$ cat config.mk
export PLATFORM = sky130hd
export DESIGN_NAME = sorted_key_table_insert_top
export DESIGN_NICKNAME = d
export VERILOG_FILES = /design/src/hw/rtl/skti_pkg.sv /design/src/hw/rtl/skti_ram.sv /design/src/hw/rtl/skti_engine.sv /design/src/hw/rtl/sorted_key_table_insert_top.sv
export SDC_FILE = /design/constraint.sdc
export NUM_CORES = 2
export LEC_CHECK = 0
export ABC_AREA = 1
export BUFFER_PORTS_ARGS = -buffer_cell sky130_fd_sc_hd__buf_2
export CAP_MARGIN = 20
export CORE_ASPECT_RATIO = 2
export CORE_UTILIZATION = 40
export CTS_CLUSTER_SIZE = 20
export DETAILED_ROUTE_END_ITERATION = 7
export HOLD_SLACK_MARGIN = 0.02
export RECOVER_POWER = 25
export SYNTH_ARGS = -nofsm -noshare
export SYNTH_HDL_FRONTEND = slang
export SYNTH_SLANG_ARGS = --single-unit
export TNS_END_PERCENT = 50
$ cat constraint.sdc
create_clock -name clock -period 8.8 [get_ports clock]
set_input_delay 0 -clock clock [delete_from_list [all_inputs] [get_ports clock]]
set_output_delay 0 -clock clock [all_outputs]
set_load 0.01 [all_outputs]
$ cat src/hw/rtl/skti_pkg.sv
`timescale 1ns / 1ps
`default_nettype none

package skti_pkg;

   // Request modes.
   localparam logic MODE_INSERT = 1'b0;
   localparam logic MODE_READ   = 1'b1;

   // Status codes returned with every result.
   localparam logic [1:0] STATUS_OK    = 2'd0;
   localparam logic [1:0] STATUS_FULL  = 2'd1;
   localparam logic [1:0] STATUS_RANGE = 2'd2;

   // One accepted request, as handed to the engine.
   typedef struct packed {
      logic        mode;
      logic [63:0] new_key;
      logic [3:0]  read_index;
   } cmd_type;

   // One finished result, as handed back by the engine.
   typedef struct packed {
      logic [4:0]  position;
      logic [63:0] read_key;
      logic [4:0]  entry_total;
      logic [1:0]  status;
   } res_type;

   // Control from the top level to the engine.
   typedef struct packed {
      logic start;
      logic take;
   } eng_ctl_type;

   // Status from the engine to the top level.
   typedef struct packed {
      logic idle;
      logic done;
   } eng_sts_type;

endpackage

`default_nettype wire

$ cat src/hw/rtl/skti_ram.sv
`timescale 1ns / 1ps
`default_nettype none

module skti_ram #(
   parameter int WIDTH = 64,
   parameter int DEPTH = 16
) (
   input  wire logic                     clock,
   input  wire logic                     wr_en,
   input  wire logic [$clog2(DEPTH)-1:0] wr_addr,
   input  wire logic [WIDTH-1:0]         wr_data,
   input  wire logic [$clog2(DEPTH)-1:0] rd_addr,
   output logic      [WIDTH-1:0]         rd_data
);

   logic [WIDTH-1:0] mem_ff [DEPTH];
   logic [WIDTH-1:0] rd_data_ff;

   // One write port and one registered read port.
   always_ff @(posedge clock) begin
      if (wr_en) begin
         mem_ff[wr_addr] <= wr_data;
      end
      rd_data_ff <= mem_ff[rd_addr];
   end

   assign rd_data = rd_data_ff;

endmodule

`default_nettype wire

$ cat src/hw/rtl/skti_engine.sv
`timescale 1ns / 1ps
`default_nettype none

module skti_engine
   import skti_pkg::*;
#(
   parameter int TABLE_DEPTH = 16,
   parameter int KEY_BYTES   = 8
) (
   input  wire logic        clock,
   input  wire logic        reset,
   input  wire eng_ctl_type ctl,
   input  wire cmd_type     cmd,
   output eng_sts_type      sts,
   output res_type          res
);

   localparam int AW = $clog2(TABLE_DEPTH);
   localparam int CW = $clog2(TABLE_DEPTH + 1);
   localparam int KW = 8 * KEY_BYTES;
   localparam int IW = (CW > 4) ? CW : 4;

   typedef enum logic [3:0] {
      ST_IDLE,
      ST_READ_WAIT,
      ST_CHK_FIRST,
      ST_CHK_LAST,
      ST_SEARCH_RD,
      ST_SEARCH_CMP,
      ST_SHIFT_RD,
      ST_SHIFT,
      ST_STORE,
      ST_DONE
   } state_type;

   state_type     state_ff, state_in;
   logic [CW-1:0] count_ff, count_in;
   logic [KW-1:0] key_ff, key_in;
   logic [CW-1:0] lo_ff, lo_in;
   logic [CW-1:0] hip1_ff, hip1_in;
   logic [CW-1:0] mid_ff, mid_in;
   logic [CW-1:0] slot_ff, slot_in;
   logic [CW-1:0] ptr_ff, ptr_in;
   res_type       res_ff, res_in;

   logic          wr_en;
   logic [AW-1:0] wr_addr;
   logic [KW-1:0] wr_data;
   logic [AW-1:0] rd_addr;
   logic [KW-1:0] rd_data;
   logic [CW:0]   mid_sum;

   skti_ram #(
      .WIDTH(KW),
      .DEPTH(TABLE_DEPTH)
   ) u_key_store (
      .clock  (clock),
      .wr_en  (wr_en),
      .wr_addr(wr_addr),
      .wr_data(wr_data),
      .rd_addr(rd_addr),
      .rd_data(rd_data)
   );

   // Midpoint of the live search range [lo, hip1 - 1].
   assign mid_sum = {1'b0, lo_ff} + {1'b0, hip1_ff} - (CW + 1)'(1);

   // Next-state logic and memory port control. In the shift, reads and writes to the
   // same entry never share a cycle: the shift reads below the slot it writes.
   always_comb begin
      state_in = state_ff;
      count_in = count_ff;
      key_in   = key_ff;
      lo_in    = lo_ff;
      hip1_in  = hip1_ff;
      mid_in   = mid_ff;
      slot_in  = slot_ff;
      ptr_in   = ptr_ff;
      res_in   = res_ff;
      wr_en    = 1'b0;
      wr_addr  = AW'(slot_ff);
      wr_data  = key_ff;
      rd_addr  = '0;

      case (state_ff)
         ST_IDLE: begin
            if (ctl.start) begin
               key_in              = cmd.new_key[KW-1:0];
               res_in.position     = '0;
               res_in.read_key     = '0;
               res_in.entry_total  = 5'(count_ff);
               res_in.status       = STATUS_OK;
               if (cmd.mode == MODE_READ) begin
                  rd_addr = AW'(cmd.read_index);
                  if (IW'(cmd.read_index) >= IW'(count_ff)) begin
                     res_in.status = STATUS_RANGE;
                     state_in      = ST_DONE;
                  end else begin
                     state_in = ST_READ_WAIT;
                  end
               end else if (count_ff == CW'(TABLE_DEPTH)) begin
                  res_in.status = STATUS_FULL;
                  state_in      = ST_DONE;
               end else if (count_ff == '0) begin
                  slot_in  = '0;
                  state_in = ST_STORE;
               end else begin
                  // Entry 0 is being read for the low-end check.
                  state_in = ST_CHK_FIRST;
               end
            end
         end

         ST_READ_WAIT: begin
            res_in.read_key = 64'(rd_data);
            state_in        = ST_DONE;
         end

         ST_CHK_FIRST: begin
            if (key_ff < rd_data) begin
               slot_in  = '0;
               ptr_in   = count_ff;
               state_in = ST_SHIFT_RD;
            end else begin
               rd_addr  = AW'(count_ff - CW'(1));
               state_in = ST_CHK_LAST;
            end
         end

         ST_CHK_LAST: begin
            if (key_ff > rd_data) begin
               slot_in  = count_ff;
               state_in = ST_STORE;
            end else begin
               lo_in    = '0;
               hip1_in  = count_ff;
               state_in = ST_SEARCH_RD;
            end
         end

         ST_SEARCH_RD: begin
            if (lo_ff < hip1_ff) begin
               mid_in   = mid_sum[CW:1];
               rd_addr  = AW'(mid_sum[CW:1]);
               state_in = ST_SEARCH_CMP;
            end else begin
               slot_in  = lo_ff;
               ptr_in   = count_ff;
               state_in = (lo_ff == count_ff) ? ST_STORE : ST_SHIFT_RD;
            end
         end

         ST_SEARCH_CMP: begin
            if (key_ff < rd_data) begin
               hip1_in  = mid_ff;
               state_in = ST_SEARCH_RD;
            end else if (key_ff > rd_data) begin
               lo_in    = mid_ff + CW'(1);
               state_in = ST_SEARCH_RD;
            end else begin
               // Equal key: it takes the slot of the matching entry.
               slot_in  = mid_ff;
               ptr_in   = count_ff;
               state_in = ST_SHIFT_RD;
            end
         end

         ST_SHIFT_RD: begin
            rd_addr  = AW'(ptr_ff - CW'(1));
            state_in = ST_SHIFT;
         end

         ST_SHIFT: begin
            // Move entry ptr-1 up to ptr while the next lower one is read.
            wr_en   = 1'b1;
            wr_addr = AW'(ptr_ff);
            wr_data = rd_data;
            if ((ptr_ff - CW'(1)) > slot_ff) begin
               rd_addr = AW'(ptr_ff - CW'(2));
               ptr_in  = ptr_ff - CW'(1);
            end else begin
               state_in = ST_STORE;
            end
         end

         ST_STORE: begin
            wr_en              = 1'b1;
            count_in           = count_ff + CW'(1);
            res_in.position    = 5'(slot_ff);
            res_in.entry_total = 5'(count_ff + CW'(1));
            state_in           = ST_DONE;
         end

         ST_DONE: begin
            if (ctl.take) begin
               state_in = ST_IDLE;
            end
         end

         default: begin
            state_in = ST_IDLE;
         end
      endcase
   end

   // State, count and working registers.
   always_ff @(posedge clock) begin
      if (reset) begin
         state_ff <= ST_IDLE;
         count_ff <= '0;
      end else begin
         state_ff <= state_in;
         count_ff <= count_in;
      end
      key_ff  <= key_in;
      lo_ff   <= lo_in;
      hip1_ff <= hip1_in;
      mid_ff  <= mid_in;
      slot_ff <= slot_in;
      ptr_ff  <= ptr_in;
      res_ff  <= res_in;
   end

   assign sts.idle = (state_ff == ST_IDLE);
   assign sts.done = (state_ff == ST_DONE);
   assign res      = res_ff;

   // The shift never writes the entry it reads in the same cycle.
   a_shift_no_overlap: assert property (@(posedge clock) disable iff (reset)
      (state_ff == ST_SHIFT) |-> (wr_addr != rd_addr))
      else $error("shift writes the entry it reads");

   // A store adds exactly one key.
   a_store_counts: assert property (@(posedge clock) disable iff (reset)
      (state_ff == ST_STORE) |=> (count_ff == $past(count_ff) + CW'(1)))
      else $error("store did not advance the count");

   // A finished result reports the count held after the transaction.
   a_total_matches: assert property (@(posedge clock) disable iff (reset)
      (state_ff == ST_DONE) |-> (res_ff.entry_total == 5'(count_ff)))
      else $error("result count differs from table count");

   // The count never exceeds the table depth.
   a_count_bound: assert property (@(posedge clock) disable iff (reset)
      sts.idle |-> (count_ff <= CW'(TABLE_DEPTH)))
      else $error("count beyond table depth");

endmodule

`default_nettype wire

$ cat src/hw/rtl/sorted_key_table_insert_top.sv
`timescale 1ns / 1ps
`default_nettype none

// Channel   Direction  Handshake              Payload
// req       in         req_valid/req_ready    req_mode, req_new_key, req_read_index
// rsp       out        rsp_valid/rsp_ready    rsp_position, rsp_read_key,
//                                             rsp_entry_total, rsp_status
//
// A read goes from acceptance through ST_READ_WAIT to ST_DONE; a rejected
// transaction goes straight to ST_DONE. An insert checks the end entries, may run
// a binary search that reads in ST_SEARCH_RD and compares in ST_SEARCH_CMP; the
// shift moves one entry per cycle through the single write port of the key store.
// Reset clears the state, entry count and rsp_valid; the key store is not cleared.
// A result waits in the output register; the next transaction is accepted
// meanwhile, and the engine holds its own result until the register is free.
module sorted_key_table_insert_top
   import skti_pkg::*;
#(
   parameter int TABLE_DEPTH = 16,
   parameter int KEY_BYTES   = 8
) (
   input  wire logic        clock,
   input  wire logic        reset,
   input  wire logic        req_valid,
   output logic             req_ready,
   input  wire logic        req_mode,
   input  wire logic [63:0] req_new_key,
   input  wire logic [3:0]  req_read_index,
   output logic             rsp_valid,
   input  wire logic        rsp_ready,
   output logic [4:0]       rsp_position,
   output logic [63:0]      rsp_read_key,
   output logic [4:0]       rsp_entry_total,
   output logic [1:0]       rsp_status
);

   eng_ctl_type ctl;
   eng_sts_type sts;
   cmd_type     cmd;
   res_type     res;

   logic        rsp_valid_ff, rsp_valid_in;
   res_type     rsp_data_ff;

   assign cmd.mode       = req_mode;
   assign cmd.new_key    = req_new_key;
   assign cmd.read_index = req_read_index;

   // Requests enter only when the engine is idle.
   assign req_ready = sts.idle;
   assign ctl.start = req_valid && sts.idle;
   assign ctl.take  = sts.done && (!rsp_valid_ff || rsp_ready);

   skti_engine #(
      .TABLE_DEPTH(TABLE_DEPTH),
      .KEY_BYTES  (KEY_BYTES)
   ) u_engine (
      .clock(clock),
      .reset(reset),
      .ctl  (ctl),
      .cmd  (cmd),
      .sts  (sts),
      .res  (res)
   );

   // Output register: loads a finished result when it is empty or draining.
   always_comb begin
      rsp_valid_in = rsp_valid_ff;
      if (ctl.take) begin
         rsp_valid_in = 1'b1;
      end else if (rsp_ready) begin
         rsp_valid_in = 1'b0;
      end
   end

   always_ff @(posedge clock) begin
      if (reset) begin
         rsp_valid_ff <= 1'b0;
      end else begin
         rsp_valid_ff <= rsp_valid_in;
      end
      if (ctl.take) begin
         rsp_data_ff <= res;
      end
   end

   assign rsp_valid       = rsp_valid_ff;
   assign rsp_position    = rsp_data_ff.position;
   assign rsp_read_key    = rsp_data_ff.read_key;
   assign rsp_entry_total = rsp_data_ff.entry_total;
   assign rsp_status      = rsp_data_ff.status;

endmodule

`default_nettype wire
==> reports/metrics.cfg <==
[power]
peakVddDrop_mv=0.2056
power_uw=17410
p_leak_uw=0.02608
power.density_nw_per_um2=266.9

[die]
die_area_um2=145800
io_pins=151
core-area_um2=142700
die_y_um=539.0
start_util_pct=40.41
die_w_um=270.5
rows=196

[layout]
utilization_pct=45.72
finalNonFillerCells=7423
drive_above_1_share_pct=6.877
fin_nets=5609
area_growth_pct=13.14
nFillCells=13060

[grt]
grtUsageMet1_pct=25.59
antenna_found_initial=4
grt_max_degree=188
grt_usage_pct=21.03
grt_pass1_wl_mm=231.6
use_met2_pct=37.59
grt.busiest_layer=met2
globalRoute.totalOverflow=0
grt_pass1_vias=37740
met3_usage_pct=2.378

[run_status]
status=finished with violations
violations=max-capacitance violations, max-slew violations

[synth]
synth_area_per_cell_um2=11.07
synthSimpleGateAreaFrac_pct=19.93
synth_compound_area_share_pct=1.636
synth_top_area_cell=edfxtp_1
synthCells=5211
synth_top_area_share_pct=65.86
synth-xor-area-share_pct=0.1974
synth_top_flop_cell=edfxtp_1
synthArstFlopShare_pct=0
synth_most_common_cell=edfxtp_1
synth_top_family_by_area=simple AND/OR/NAND/NOR gates
yosys.area_share.adder_pct=2.009
synth_edf_count=1265
synthDistinctLibCells=48
ys_top_cells_by_count=edfxtp_1, nand3_1, nand2_1
yosysSeqAreaShare_pct=68.43
netlist_area_um2=57680
synth.area.top_cells=edfxtp_1, nand3_1, nand2_1, inv_1, dfxtp_1
synth_nets=5376
ys.warnings.count=0
synth_seq_cells=1339
synthMuxAreaShare_pct=0

[timing]
final_max_slew_viol_count=185
period_needed_ps=6500
final.setup.worst_slack_ps=2300
finalSetupTns_ps=0
tightest_slew_ps=3821
fin_worst_skew_ps=34.03
rsz0062_at_grt=no
fin_crit_sh_pct=73.87
max_freq_mhz=153.8
setup_violations=0
max_slew_margin_pct=-154.8
hold_violations=0

[critical_path]
end_kind=flip-flop
path_cells=clkinv_1 -> nor2_1 -> inv_1 -> nor2_1 -> clkinvlp_2 -> buf_4 -> o21ai_0 -> nand2_1 -> nor2_4 -> buf_4
crit_path_max_incr_delay_ps=1210
arrival_ps=6840
critPathBufInv=5
worst_ep_required_time_ps=9140
cp_slowest_cell=clkinvlp_2
worstSetupPathType=flip-flop to flip-flop
cpLargestDelayFamily=buffers and inverters
startpoint_type=flip-flop
crit_fanout=63

[clocking]
cts_made_buffers=112
clkTransAtPathRegs_ps=60
cts_resized=0
cts.sinks=1339
root_buffer=clkbuf_16
cts_max_path_buffers=3
cts_tree=done
clk_latency_ps=730
htree_levels=3

[detailed_routing]
drtAntennaViolNets=0
via_per_inst=5.227
wl_per_cell_um=21.02
drtIter0Drc=3333
detail_route.wirelength_mm=156.0
drc=0
routed-via-count=38800
drt_pass1_iterations=6

[place]
gp_congestion=0.8401
dp.cells=7075
portBuffers=150
hpwl_mm=79.30
dp_slack_ps=3191

[job]
maxCapViolCount=5

[worst_hold_path]
hold_class=input pin to flip-flop

==> cell families (layout without fill, tap and decap cells) <==
| kind of cell | Yosys count | count (layout) |
|---|---|---|
| compound gates | 172 | 172 |
| flops | 1339 | 1339 |
| simple gates | 2495 | 2495 |
| buf+inv | 1100 | 1429 |
| xor+xnor | 13 | 13 |
| fa+ha+maj | 92 | 92 |
| other cells | 0 | 2 |
==> worst register-to-register path, stage by stage, from the launching register on <==
cell and delay, ps:
dfxtp_1 400, clkinv_1 90, nor2_1 80, inv_1 90
nor2_1 1120, clkinvlp_2 1220, buf_4 630, o21ai_0 470
nand2_1 330, nor2_4 940, buf_4 730
==> what timing repair did <==
action | CTS | global route
hold buffers | 131 | 0
hold endpoints to repair | 111 | 0
endpoints found under the setup margin | 0 | 0
buffers inserted | 0 | 0
==> per-stage QoR <==
step                      hold WS (ps)  area, um2
after floorplan                  98.87      57680
after global placement           176.7      60490
after detailed placement         178.3      60520
after CTS                        21.55      65440
after global routing             94.60      65260
final                            72.48      65260
==> cell usage in the layout (no fill, tap or decap), types with 10 or more instances in the layout <==
master / netlist / routed
edfxtp_1: 1265 / 1265
nand3b_1: 136 / 136
ha_1: 91 / 91
buf_2: 177 / 66
clkinv_1: 5 / 21
o21ai_0: 98 / 94
buf_4: 20 / 99
inv_1: 790 / 792
clkinv_2: 0 / 25
nand3_1: 1178 / 1178
nor3_1: 10 / 10
nor2_4: 4 / 17
clkbuf_16: 0 / 114
dfxtp_1: 74 / 74
dlygate4sd3_1: 0 / 131
clkbuf_1: 61 / 135
nand2_1: 1004 / 1001
a21oi_1: 48 / 48
nor2_1: 140 / 127
==> report_power, final <==
group	switching, uW	internal [uW]
Sequential	242	8170
Clock	2300	2670
Combinational	2950	1080
Total	5490	11900
==> metal layers <==
| layer | up-vias | part of all wire (%) |
|---|---|---|
| met5 | - | 0 |
| met4 | 0 | 3.9 |
| met3 | 301 | 5.9 |
| met2 | 1400 | 51 |
| met1 | 19040 | 39 |
| li1 | 18070 | - |
==> path summary, 6_finish.rpt <==
path | endpoint | depth (start not counted) | slack, ps | start
hold reg to reg | rsp_read_key[1]$_DFFE_PP_ | 0 | 410 | u_engine.res[8]$_DFFE_PP_
setup reg to reg | u_engine.u_key_store.mem_ff[4][3]$_DFFE_PP_ | 10 | 2300 | u_engine.state_ff[2]$_SDFFE_PP0P_
setup / recovery | u_engine.u_key_store.mem_ff[4][3]$_DFFE_PP_ | 10 | 2300 | u_engine.state_ff[2]$_SDFFE_PP0P_
hold / removal | u_engine.res[1]$_DFFE_PP_ | 4 | 70 | req_read_index[3]
==> area by class of cell <==
type | instances | area, um2 | share of cell area [%]
diodes | 2 | 5.005 | 0.007670
clock buffers | 151 | 3082 | 4.723
clock inverters | 59 | 523.0 | 0.8015
inverters | 809 | 3054 | 4.680
multi-input cells | 2772 | 13850 | 21.23
flip-flops and latches | 1339 | 39470 | 60.48
well taps | 1881 | 2354 | 3.607
repair buffers | 410 | 2918 | 4.471
==> registers in the layout, indices dropped and copies added, names as in the netlist <==
name / flops
u_engine.u_key_store.mem_ff: 1024
u_engine.res: 76
rsp_read_key: 64
u_engine.key_ff: 64
u_engine.u_key_store.rd_data: 64
rsp_entry_total: 5
rsp_position: 5
u_engine.count_ff: 5
u_engine.hip1_ff: 5
u_engine.lo_ff: 5
u_engine.mid_ff: 5
u_engine.ptr_ff: 5
u_engine.slot_ff: 5
u_engine.state_ff: 4
rsp_status: 2
rsp_valid: 1
Note: power is estimated with default switching activity, not from simulation.
